[src/rtl/assert_macros.svh]
// assertion macros shared by the rtl
`ifndef ASSERT_MACROS_SVH
`define ASSERT_MACROS_SVH

// same-cycle implication, disabled during reset
`define ASSERT_IMPL(lbl, clk_s, rst_s, ante, cons) \
  lbl: assert property (@(posedge clk_s) disable iff (!(rst_s)) (ante) |-> (cons)) \
    else $error("assertion failed");

// next-cycle implication, disabled during reset
`define ASSERT_NEXT(lbl, clk_s, rst_s, ante, cons) \
  lbl: assert property (@(posedge clk_s) disable iff (!(rst_s)) (ante) |=> (cons)) \
    else $error("assertion failed");

`endif

[src/rtl/lpd_pkg.sv]
// package with widths, codes and types of the load permille governor
`default_nettype none

package lpd_pkg;

  localparam int NUM_CORES  = 8;
  localparam int CORE_IDX_W = (NUM_CORES > 1) ? $clog2(NUM_CORES) : 1;

  localparam int CORE_W     = 3;
  localparam int CNT_W      = 64;
  localparam int LOAD_W     = 10;
  localparam int POINT_W    = 2;
  localparam int CFG_IDX_W  = 1;
  localparam int CFG_DATA_W = 10;

  localparam int PERMILLE_SCALE = 1000;
  localparam int LOW_THR_RST    = 250;
  localparam int HIGH_THR_RST   = 700;

  // 1000 = 1024 - 32 + 8
  localparam int MUL_SH_A = 10;
  localparam int MUL_SH_B = 5;
  localparam int MUL_SH_C = 3;

  localparam int PROD_W    = CNT_W + LOAD_W;
  localparam int DIV_STEPS = LOAD_W;
  localparam int DIV_CNT_W = $clog2(DIV_STEPS);

  typedef enum logic [POINT_W-1:0] {
    POINT_LOW     = 2'd0,
    POINT_NOMINAL = 2'd1,
    POINT_HIGH    = 2'd2
  } point_t;

  typedef enum logic {
    CMD_INIT   = 1'b0,
    CMD_SAMPLE = 1'b1
  } cmd_t;

  typedef enum logic [CFG_IDX_W-1:0] {
    REG_LOW_THR  = 1'b0,
    REG_HIGH_THR = 1'b1
  } cfg_reg_t;

  typedef enum logic [5:0] {
    ST_IDLE  = 6'b000001,
    ST_DELTA = 6'b000010,
    ST_MULT  = 6'b000100,
    ST_DIV   = 6'b001000,
    ST_PICK  = 6'b010000,
    ST_FIN   = 6'b100000
  } state_t;

endpackage

`default_nettype wire

[src/rtl/lpd_if.sv]
// valid/ready channel interfaces for counter snapshots and governor results
`default_nettype none

interface lpd_in_if;
  import lpd_pkg::*;

  logic              valid;
  logic              ready;
  logic              command;
  logic [CORE_W-1:0] core;
  logic [CNT_W-1:0]  cycle_count;
  logic [CNT_W-1:0]  event_count;

  modport source (output valid, command, core, cycle_count, event_count, input ready);
  modport sink   (input valid, command, core, cycle_count, event_count, output ready);
endinterface

interface lpd_out_if;
  import lpd_pkg::*;

  logic               valid;
  logic               ready;
  logic [CORE_W-1:0]  core_out;
  logic [LOAD_W-1:0]  core_load;
  logic [POINT_W-1:0] operating_point;
  logic               point_changed;
  logic               sample_valid;

  modport source (output valid, core_out, core_load, operating_point, point_changed,
                  sample_valid, input ready);
  modport sink   (input valid, core_out, core_load, operating_point, point_changed,
                  sample_valid, output ready);
endinterface

`default_nettype wire

[src/rtl/load_permille_dvfs_governor.sv]
// top level of the per-core load permille dvfs governor
// sequence: init, zero-delta or bad-core beats go from delta to fin, then to the output;
//   a load sample goes delta, multiply, 10 bit-serial divide steps, pick, out
// throughput: one beat at a time; next beat accepted the cycle after the result is
//   registered, and fin waits while the output register holds an untaken result
// reset: synchronous active low; clears per-core ready bits, thresholds to 250 / 700
`default_nettype none
`include "assert_macros.svh"

module load_permille_dvfs_governor (
  input  wire logic                             clk,
  input  wire logic                             rst_n,
  lpd_in_if.sink                                in_ch,
  lpd_out_if.source                             out_ch,
  input  wire logic                             cfg_we,
  input  wire logic [lpd_pkg::CFG_IDX_W-1:0]    cfg_index,
  input  wire logic [lpd_pkg::CFG_DATA_W-1:0]   cfg_data
);
  import lpd_pkg::*;

  state_t               state_r, state_nxt;
  cmd_t                 cmd_r;
  logic [CORE_W-1:0]    core_r;
  logic [CNT_W-1:0]     cyc_r, evt_r;
  logic [CNT_W-1:0]     dc_r, dc_nxt;
  logic [CNT_W-1:0]     de_r, de_nxt;
  logic [CNT_W-1:0]     rem_r, rem_nxt;
  logic [LOAD_W-1:0]    num_r, num_nxt;
  logic [DIV_CNT_W-1:0] step_r, step_nxt;

  logic [LOAD_W-1:0]    res_load_r, res_load_nxt;
  point_t               res_point_r, res_point_nxt;
  logic                 res_changed_r, res_changed_nxt;
  logic                 res_sample_r, res_sample_nxt;

  logic [LOAD_W-1:0]    low_thr_r, high_thr_r;

  logic                 out_valid_r, out_valid_nxt;
  logic [CORE_W-1:0]    out_core_r;
  logic [LOAD_W-1:0]    out_load_r;
  point_t               out_point_r;
  logic                 out_changed_r;
  logic                 out_sample_r;

  // per-core state
  logic [CNT_W-1:0]     base_cyc_r  [NUM_CORES];
  logic [CNT_W-1:0]     base_evt_r  [NUM_CORES];
  logic [LOAD_W-1:0]    last_load_r [NUM_CORES];
  point_t               cur_point_r [NUM_CORES];
  logic [NUM_CORES-1:0] core_ready_r;

  logic [CORE_IDX_W-1:0] idx;
  logic                  core_ok;
  logic                  in_acc;
  logic                  out_load_en;
  logic                  wr_base, wr_init, wr_pick;
  logic [CNT_W-1:0]      dc_calc, de_calc;
  logic [PROD_W-1:0]     prod;
  logic [CNT_W:0]        rem_sh;
  logic                  div_ge;
  point_t                pick_point;
  point_t                rd_point;

  assign idx     = CORE_IDX_W'(core_r);
  assign core_ok = (32'(core_r) < 32'(NUM_CORES));
  assign in_acc  = in_ch.valid && in_ch.ready;

  assign in_ch.ready = (state_r == ST_IDLE);

  assign dc_calc = cyc_r - base_cyc_r[idx];
  assign de_calc = evt_r - base_evt_r[idx];
  assign rd_point = cur_point_r[idx];

  assign prod = (PROD_W'(de_r) << MUL_SH_A) - (PROD_W'(de_r) << MUL_SH_B)
              + (PROD_W'(de_r) << MUL_SH_C);

  // one restoring divide step: next numerator bit into the remainder
  assign rem_sh = {rem_r, num_r[LOAD_W-1]};
  assign div_ge = (rem_sh >= {1'b0, dc_r});

  always_comb begin
    if (num_r >= high_thr_r) begin
      pick_point = POINT_HIGH;
    end else if (num_r <= low_thr_r) begin
      pick_point = POINT_LOW;
    end else if (rd_point == POINT_HIGH || rd_point == POINT_LOW) begin
      pick_point = POINT_NOMINAL;
    end else begin
      pick_point = rd_point;
    end
  end

  always_comb begin
    state_nxt       = state_r;
    dc_nxt          = dc_r;
    de_nxt          = de_r;
    rem_nxt         = rem_r;
    num_nxt         = num_r;
    step_nxt        = step_r;
    res_load_nxt    = res_load_r;
    res_point_nxt   = res_point_r;
    res_changed_nxt = res_changed_r;
    res_sample_nxt  = res_sample_r;
    wr_base         = 1'b0;
    wr_init         = 1'b0;
    wr_pick         = 1'b0;
    out_load_en     = 1'b0;

    case (state_r)
      ST_IDLE: begin
        if (in_acc) begin
          state_nxt = ST_DELTA;
        end
      end
      ST_DELTA: begin
        res_changed_nxt = 1'b0;
        res_sample_nxt  = 1'b0;
        if (!core_ok) begin
          res_load_nxt  = '0;
          res_point_nxt = POINT_NOMINAL;
          state_nxt     = ST_FIN;
        end else if (cmd_r == CMD_INIT || !core_ready_r[idx]) begin
          wr_base       = 1'b1;
          wr_init       = 1'b1;
          res_load_nxt  = '0;
          res_point_nxt = POINT_NOMINAL;
          state_nxt     = ST_FIN;
        end else begin
          wr_base = 1'b1;
          if (dc_calc == '0) begin
            res_load_nxt  = last_load_r[idx];
            res_point_nxt = rd_point;
            state_nxt     = ST_FIN;
          end else begin
            dc_nxt    = dc_calc;
            de_nxt    = (de_calc > dc_calc) ? dc_calc : de_calc;
            state_nxt = ST_MULT;
          end
        end
      end
      ST_MULT: begin
        rem_nxt   = prod[PROD_W-1:LOAD_W];
        num_nxt   = prod[LOAD_W-1:0];
        step_nxt  = '0;
        state_nxt = ST_DIV;
      end
      ST_DIV: begin
        rem_nxt  = div_ge ? CNT_W'(rem_sh - {1'b0, dc_r}) : CNT_W'(rem_sh);
        num_nxt  = {num_r[LOAD_W-2:0], div_ge};
        step_nxt = step_r + 1'b1;
        if (step_r == DIV_CNT_W'(DIV_STEPS - 1)) begin
          state_nxt = ST_PICK;
        end
      end
      ST_PICK: begin
        wr_pick         = 1'b1;
        res_load_nxt    = num_r;
        res_point_nxt   = pick_point;
        res_changed_nxt = (pick_point != rd_point);
        res_sample_nxt  = 1'b1;
        state_nxt       = ST_FIN;
      end
      ST_FIN: begin
        if (!out_valid_r || out_ch.ready) begin
          out_load_en = 1'b1;
          state_nxt   = ST_IDLE;
        end
      end
      default: begin
        state_nxt = ST_IDLE;
      end
    endcase
  end

  assign out_valid_nxt = out_load_en || (out_valid_r && !out_ch.ready);

  always_ff @(posedge clk) begin
    if (!rst_n) begin
      state_r      <= ST_IDLE;
      out_valid_r  <= 1'b0;
      low_thr_r    <= LOAD_W'(LOW_THR_RST);
      high_thr_r   <= LOAD_W'(HIGH_THR_RST);
      core_ready_r <= '0;
    end else begin
      state_r     <= state_nxt;
      out_valid_r <= out_valid_nxt;
      if (wr_init) begin
        core_ready_r[idx] <= 1'b1;
      end
      if (cfg_we) begin
        case (cfg_reg_t'(cfg_index))
          REG_LOW_THR:  low_thr_r  <= cfg_data;
          REG_HIGH_THR: high_thr_r <= cfg_data;
          default: ;
        endcase
      end
    end
  end

  always_ff @(posedge clk) begin
    if (in_acc) begin
      cmd_r  <= cmd_t'(in_ch.command);
      core_r <= in_ch.core;
      cyc_r  <= in_ch.cycle_count;
      evt_r  <= in_ch.event_count;
    end
    dc_r          <= dc_nxt;
    de_r          <= de_nxt;
    rem_r         <= rem_nxt;
    num_r         <= num_nxt;
    step_r        <= step_nxt;
    res_load_r    <= res_load_nxt;
    res_point_r   <= res_point_nxt;
    res_changed_r <= res_changed_nxt;
    res_sample_r  <= res_sample_nxt;
    if (out_load_en) begin
      out_core_r    <= core_r;
      out_load_r    <= res_load_nxt;
      out_point_r   <= res_point_nxt;
      out_changed_r <= res_changed_nxt;
      out_sample_r  <= res_sample_nxt;
    end
    if (wr_base) begin
      base_cyc_r[idx] <= cyc_r;
      base_evt_r[idx] <= evt_r;
    end
    if (wr_init) begin
      last_load_r[idx] <= '0;
      cur_point_r[idx] <= POINT_NOMINAL;
    end else if (wr_pick) begin
      last_load_r[idx] <= num_r;
      cur_point_r[idx] <= pick_point;
    end
  end

  assign out_ch.valid           = out_valid_r;
  assign out_ch.core_out        = out_core_r;
  assign out_ch.core_load       = out_load_r;
  assign out_ch.operating_point = out_point_r;
  assign out_ch.point_changed   = out_changed_r;
  assign out_ch.sample_valid    = out_sample_r;

  `ASSERT_NEXT(a_accept_to_delta, clk, rst_n, in_acc, state_r == ST_DELTA)
  `ASSERT_IMPL(a_div_rem_below_den, clk, rst_n, state_r == ST_DIV, rem_r < dc_r)
  `ASSERT_IMPL(a_out_load_max, clk, rst_n, out_valid_r,
               out_load_r <= LOAD_W'(PERMILLE_SCALE))
  `ASSERT_IMPL(a_change_needs_sample, clk, rst_n, out_valid_r && out_changed_r,
               out_sample_r)
  `ASSERT_NEXT(a_fin_delivers, clk, rst_n,
               state_r == ST_FIN && (!out_valid_r || out_ch.ready),
               out_valid_r && state_r == ST_IDLE)

endmodule

`default_nettype wire

[src/flat_wrapper.sv]
// flat-port wrapper written by rule: the top's interface ports become plain ports
module load_permille_dvfs_governor_flat import lpd_pkg::*;
  (clk, rst_n, cfg_we, cfg_index, cfg_data, in_ch_valid, in_ch_command, in_ch_core, in_ch_cycle_count, in_ch_event_count, in_ch_ready, out_ch_valid, out_ch_core_out, out_ch_core_load, out_ch_operating_point, out_ch_point_changed, out_ch_sample_valid, out_ch_ready);
  lpd_in_if in_ch_i ();
  lpd_out_if out_ch_i ();
  input  wire logic clk;
  input  wire logic rst_n;
  input  wire logic cfg_we;
  input  wire logic [lpd_pkg::CFG_IDX_W-1:0] cfg_index;
  input  wire logic [lpd_pkg::CFG_DATA_W-1:0] cfg_data;
  input wire logic [$bits(in_ch_i.valid)-1:0] in_ch_valid;
  input wire logic [$bits(in_ch_i.command)-1:0] in_ch_command;
  input wire logic [$bits(in_ch_i.core)-1:0] in_ch_core;
  input wire logic [$bits(in_ch_i.cycle_count)-1:0] in_ch_cycle_count;
  input wire logic [$bits(in_ch_i.event_count)-1:0] in_ch_event_count;
  output wire logic [$bits(in_ch_i.ready)-1:0] in_ch_ready;
  output wire logic [$bits(out_ch_i.valid)-1:0] out_ch_valid;
  output wire logic [$bits(out_ch_i.core_out)-1:0] out_ch_core_out;
  output wire logic [$bits(out_ch_i.core_load)-1:0] out_ch_core_load;
  output wire logic [$bits(out_ch_i.operating_point)-1:0] out_ch_operating_point;
  output wire logic [$bits(out_ch_i.point_changed)-1:0] out_ch_point_changed;
  output wire logic [$bits(out_ch_i.sample_valid)-1:0] out_ch_sample_valid;
  input wire logic [$bits(out_ch_i.ready)-1:0] out_ch_ready;
  assign in_ch_i.valid = in_ch_valid;
  assign in_ch_i.command = in_ch_command;
  assign in_ch_i.core = in_ch_core;
  assign in_ch_i.cycle_count = in_ch_cycle_count;
  assign in_ch_i.event_count = in_ch_event_count;
  assign in_ch_ready = in_ch_i.ready;
  assign out_ch_valid = out_ch_i.valid;
  assign out_ch_core_out = out_ch_i.core_out;
  assign out_ch_core_load = out_ch_i.core_load;
  assign out_ch_operating_point = out_ch_i.operating_point;
  assign out_ch_point_changed = out_ch_i.point_changed;
  assign out_ch_sample_valid = out_ch_i.sample_valid;
  assign out_ch_i.ready = out_ch_ready;
  load_permille_dvfs_governor u_core (.clk(clk), .rst_n(rst_n), .in_ch(in_ch_i), .out_ch(out_ch_i), .cfg_we(cfg_we), .cfg_index(cfg_index), .cfg_data(cfg_data));
endmodule
[config.mk]
export PLATFORM = sky130hd
export DESIGN_NAME = load_permille_dvfs_governor_flat
export DESIGN_NICKNAME = d
export VERILOG_FILES = /design/src/rtl/lpd_pkg.sv /design/src/rtl/lpd_if.sv /design/src/rtl/load_permille_dvfs_governor.sv /design/src/flat_wrapper.sv
export VERILOG_INCLUDE_DIRS = /design/src /design/src/rtl
export SDC_FILE = /design/constraint.sdc
export NUM_CORES = 2
export LEC_CHECK = 0
export BUFFER_PORTS_ARGS = -buffer_cell sky130_fd_sc_hd__buf_2
export CAP_MARGIN = 0
export CORE_MARGIN = 2
export CORE_UTILIZATION = 48
export CTS_CLUSTER_SIZE = 14
export DETAILED_ROUTE_END_ITERATION = 12
export GPL_TIMING_DRIVEN = 1
export PLACE_DENSITY = 0.63
export SETUP_SLACK_MARGIN = 0.3
export SYNTH_ARGS = -nofsm -noshare
export SYNTH_HDL_FRONTEND = slang
export SYNTH_SLANG_ARGS = --single-unit
[constraint.sdc]
create_clock -name clk -period 22.1 [get_ports clk]
set_input_delay 2.21 -clock clk [delete_from_list [all_inputs] [get_ports clk]]
set_output_delay 2.21 -clock clk [all_outputs]
set_load 0.02 [all_outputs]
======== Yosys cells after proc, flatten, opt, wreduce, memory -nomap -nowiden ========
Memories as Yosys holds them, arrays and structs flattened. A register that Yosys moved wholly into a read port is not among the register bits.
Cells that the tools add are included.
word-level totals
  register bits ........................... 404
  bits in writable memories ............... 1,120
  memories ................................ 4
memories
  name                words  bits a word  rd ports  clocked after memory_dff  wr ports  RTL line                           source
  u_core.base_cyc_r   8      64           1         1                         1         load_permille_dvfs_governor.sv:46  logic [CNT_W-1:0] base_cyc_r [NUM_CORES];
  u_core.base_evt_r   8      64           1         1                         1         load_permille_dvfs_governor.sv:47  logic [CNT_W-1:0] base_evt_r [NUM_CORES];
  u_core.last_load_r  8      10           1         1                         1         load_permille_dvfs_governor.sv:48  logic [LOAD_W-1:0] last_load_r [NUM_CORES];
  u_core.cur_point_r  8      2            1         1                         1         load_permille_dvfs_governor.sv:49  point_t cur_point_r [NUM_CORES];
cells by class
  $add $sub $neg .......................... 6
  order comparisons ....................... 6
  equal/unequal tests ..................... 12
  multiplexer cells ....................... 45
  bitwise logic cells ..................... 7
  reductions and logical operators ........ 17
operator list
  kind                number
  $sub 64x64->64      3
  $mux 64             2
  $pmux 64 s2         1
  $add 74x67->74      1
  $sub 74x69->74      1
  $ge 65x64->1        1
  $gt 64x64->1        1
  $logic_not 64->1    1
  $pmux 10 s2         2
  $pmux 6 s6          1
  $mux 10             3
  $mux 6              5
  $mux 1              15
  $mux 2              6
  $mux 3              4
  $ge 10x10->1        1
  $le 10x10->1        1
  $or 8x8->8          1
  $pmux 4 s2          1
  $eq 6x1->1 const B  1
  $eq 6x2->1 const B  1
  $eq 6x3->1 const B  1
  $eq 6x4->1 const B  1
  $eq 6x5->1 const B  1
  other kinds (22)    37

======== Depth between registers and ports, before layout ========
  depth after elaboration ................. 9
  depth in mapped cells ................... 37
  gate-level depth less buffers ........... 30

======== Worst setup path before layout ========
No wires, ideal clock.
  kind .................................... register -> register
  start ................................... register (tool-made name)
  end ..................................... register u_core.dc_r[0], enable pin
  arrival ................................. 10.545 ns
  data required time ...................... 21.483 ns
  setup slack ............................. 10.938 ns
  cell stages (with the launch flop) ...... 20
  buffers on the path ..................... 4
  period minus slack after synthesis ...... 11.162 ns
  cells stage by stage .................... dfxtp_1 -> clkbuf_1 -> clkbuf_1 -> buf_1 -> buf_1 -> mux4_2 -> mux2i_1 -> ha_1 -> a21o_1 -> a221oi_4 -> o211ai_4 -> a31o_4 -> a21oi_4 -> o21ai_2 -> or3_1 -> a311oi_2 -> xnor2_1 -> or3_4 -> nor4_4 -> nor2_1
RTL lines
  item                  RTL line                            source
  end signal, assigned  load_permille_dvfs_governor.sv:207  dc_r <= dc_nxt;
  end, declared         load_permille_dvfs_governor.sv:25   logic [CNT_W-1:0] dc_r, dc_nxt;

==> impl_metrics.sql <==
INSERT INTO impl_metrics (metric_group, metric, value, unit) VALUES
('sta', 'setup_viol', '0', ''),
('yosys', 'netlist.top_cell.by_area', 'edfxtp_1', ''),
('global_routing', 'grt.total_usage', '23.16', '%'),
('finish', 'seq_area', '45340', 'um2'),
('global_routing', 'first_global_vias', '45830', ''),
('yosys', 'distinct_cell_type_count_after_synthesis', '94', ''),
('yosys', 'post_synth_instance_area', '76310', 'um2'),
('yosys', 'synth_area_leaders', 'edfxtp_1 58%, mux4_2 8.3%, ha_1 5.8%, a21oi_1 2.2%, mux2i_1 2.1%', ''),
('yosys', 'synth.yosys.seq_area_share', '59.40', '%'),
('outcome', 'run_status', 'complete, no violations', ''),
('global_routing', 'wire_length_of_the_first_global_routing_pass', '285200', 'um'),
('worst_setup_path', 'critPathLaunchType', 'flip-flop', ''),
('finish', 'n_antenna_cell', '0', ''),
('route', 'via_per_inst', '5.893', ''),
('place', 'numPortBuffers', '166', ''),
('die', 'chipWidth', '402.7', 'um'),
('worst_setup_path', 'crit_type', 'reg -> reg', ''),
('global_routing', 'grt_overflow', '0', ''),
('clock_tree', 'cts_hold_repair.buffers', '0', ''),
('route', 'detail-route-antenna-nets', '0', ''),
('route', 'totalWireLength', '188900', 'um'),
('finish', 'syn_to_final_growth', '11.09', '%'),
('sta', 'timing_hold_violations_final', '0', ''),
('sta', 'worst_skew', '0.03436', 'ns'),
('pwr', 'pwr_density_cell', '154.4', 'nW/um2'),
('die', 'dieArea', '162200', 'um2'),
('clock_tree', 'post_cts_resize_count', '0', ''),
('yosys', 'postSynth.topFlopCell', 'edfxtp_1', ''),
('yosys', 'yosysWarningCount', '0', ''),
('global_routing', 'grt_antenna_before_repair', '0', ''),
('yosys', 'synthCells', '5444', ''),
('route', 'remaining_drc_errors', '0', ''),
('sta', 'final_max_slew_viol_count', '0', ''),
('sta', 'worst_pin_slew', '1.142', 'ns'),
('yosys', 'synth_nets', '6005', ''),
('sta', 'maxSlewHeadroom', '22.68', '%'),
('yosys', 'synth.top_cell.area_share', '58.04', '%'),
('worst_setup_path', 'crit_arrival', '11.25', 'ns'),
('sta', 'finalWorstPathRequiredPeriod', '10.71', 'ns'),
('sta', 'grt_setup_unrepaired', 'no', ''),
('worst_setup_path', 'timing.critical_path.fanout_max', '64', ''),
('clock_tree', 'clockBufferDepth', '3', ''),
('yosys', 'ys_async_rst_share', '0', '%'),
('yosys', 'synth_area_per_cell', '14.02', 'um2'),
('job', 'cap_violations', '0', ''),
('pwr', 'power', '0.01309', 'W'),
('place', 'gp_congestion', '0.9019', ''),
('finish', 'fill_cells', '12990', ''),
('die', 'floorplan.initialDensity', '48.24', '%'),
('finish', 'final_layout_size_suffix_gt1_share', '15.21', '%'),
('clock_tree', 'cts_root_buffer', 'clkbuf_16', ''),
('finish', 'finalNonFillerCells', '7830', ''),
('pwr', 'total_leakage_power', '31.00', 'nW'),
('clock_tree', 'clock_tree.htree_level_count', '4', ''),
('finish', 'multiInputGateArea', '28750', 'um2'),
('finish', 'nNetsFinal', '6191', ''),
('route', 'drt-pass1-iter-count', '6', ''),
('hold_path', 'hold_path_class', 'reg -> reg', ''),
('clock_tree', 'cts.repair_timing.setup_buffer_count', '0', ''),
('route', 'num_vias', '46140', ''),
('place', 'number_of_cells_after_detailed_placement', '7540', ''),
('worst_setup_path', 'critical_path_required_time', '22.64', 'ns'),
('finish', 'layout.cell_area.non_filler', '84780', 'um2'),
('clock_tree', 'worst_setup_hold_path_clk_slew', '0.06', 'ns'),
('worst_setup_path', 'endpoint_kind', 'flip-flop', ''),
('worst_setup_path', 'ff2ff_path_depth', '22', ''),
('clock_tree', 'cts_sinks', '1527', ''),
('pwr', 'vdd_ir_drop_max', '0.0003603', 'V'),
('route', 'wl_per_cell', '24.12', 'um'),
('clock_tree', 'cts_buffer_count', '160', ''),
('route', 'initialDrtViolationCount', '4196', '');
==> logic make-up (layout without fill, tap and decap cells) <==
logic type | count (synthesis) | in the layout | share of synthesized area (%)
buffers and inverters | 618 | 932 | 3.061
flip-flops | 1527 | 1527 | 59.40
AO/OA/AOI/OAI | 1126 | 1126 | 9.477
adder cells (fa/ha/maj) | 413 | 413 | 7.362
XOR/XNOR | 231 | 231 | 2.651
AND/OR/NAND/NOR | 1005 | 1005 | 6.447
multiplexers | 524 | 524 | 11.60
==> critical path, stage by stage (launching register included) <==
cell	delay [ns]
dfxtp_4	0.86
buf_4	0.87
buf_4	0.87
buf_4	0.75
mux4_2	0.60
mux2i_1	0.22
ha_1	0.27
nand2_1	0.15
o21ai_0	0.38
a211oi_1	0.08
o31ai_1	0.71
o211ai_1	0.34
a21oi_1	0.24
o21ai_0	0.19
o311ai_1	1.00
inv_1	0.13
ha_1	0.36
nand4_1	0.13
nor4_1	0.57
nand3_1	0.23
o21bai_4	0.16
buf_4	0.68
mux2_2	0.42
==> cells in the mapped netlist (60+ instances only) <==
cell      instances
a21o_1          173
a21oi_1         343
clkbuf_1        155
edfxtp_1       1475
fa_1             60
ha_1            353
inv_1           412
mux2_2           83
mux2i_1         161
mux4_2          280
nand2_1         283
nand3_1          70
nand4_1          94
nor2_1          238
nor3_1           64
o211ai_1         63
o21ai_0         239
xnor2_1         131
xor2_1          100
==> power by group <==
group	total (W)	switching [W]	internal (W)
clock	0.00265	0.00114	0.00151
sequential	0.00400	0.000262	0.00374
combinational	0.00644	0.00383	0.00261
total	0.0131	0.00523	0.00787
==> layout make-up <==
class / instances / share of cell area, %
clock buffers: 198 / 5.039
clock inverters: 92 / 1.097
inverters: 412 / 1.830
multi-input cells: 3299 / 33.91
flip-flops and latches: 1527 / 53.49
well taps: 2072 / 3.058
repair buffers: 230 / 1.576
==> final timing paths <==
check                             from                   end  slack (ns)
hold reg to reg   u_core.high_thr_r[6]  u_core.high_thr_r[6]        0.46
hold / removal    u_core.high_thr_r[6]  u_core.high_thr_r[6]        0.46
setup reg to reg             flip-flop        u_core.de_r[8]       11.39
setup / recovery             flip-flop        u_core.de_r[8]       11.39
==> flip-flops by register name, indices dropped and copies added, names as in the netlist, 10 cells and up, named ones only <==
register and count:
u_core.num_r 10, u_core.base_evt_r 512, u_core.base_cyc_r 512, u_core.de_r 64, u_core.res_load_r 10, u_core.dc_r 64, u_core.cyc_r 64, u_core.high_thr_r 10
u_core.evt_r 64, u_core.cur_point_r 16, u_core.low_thr_r 10, u_core.rem_r 64, u_core.last_load_r 80, u_core.out_ch.core_load 10
==> layout by cell type (no fill, tap or decap), types with 24 or more instances in the layout <==
cell type	instances
mux2_2	83
clkinv_1	32
o21ai_0	239
clkinv_2	24
nor2b_1	51
nor3_1	64
xnor2_1	131
fa_1	60
dfxtp_1	49
inv_1	411
o21bai_1	41
a31oi_1	33
xor2_1	100
mux4_2	280
o21a_1	35
edfxtp_1	1475
clkbuf_1	30
nor4_1	29
o211ai_1	63
a21o_1	173
nor2_1	229
ha_1	353
nand3_1	70
clkbuf_16	164
buf_4	62
mux2i_1	161
nand2_1	282
nand2b_1	45
nand4_1	94
and2_1	37
a21oi_1	343
buf_2	166
and3_1	29
==> layer usage <==
metal  up-vias  track usage, %  wire length (um)
met5         -               0                 0
met4         0           5.933              4056
met3       234           3.065             10260
met2      1359           36.12             86850
met1     23260           34.50             87720
li1      21290               -                 -
==> per-stage QoR <==
step,worst slack (ns),hold WS [ns]
after floorplan,10.94,0.4196
final,11.39,0.4623
after global placement,11.60,0.4456
after CTS,11.36,0.4648
after detailed placement,11.50,0.4563
after global routing,10.57,0.4914
No activity file was read; power rests on OpenSTA's default activity.
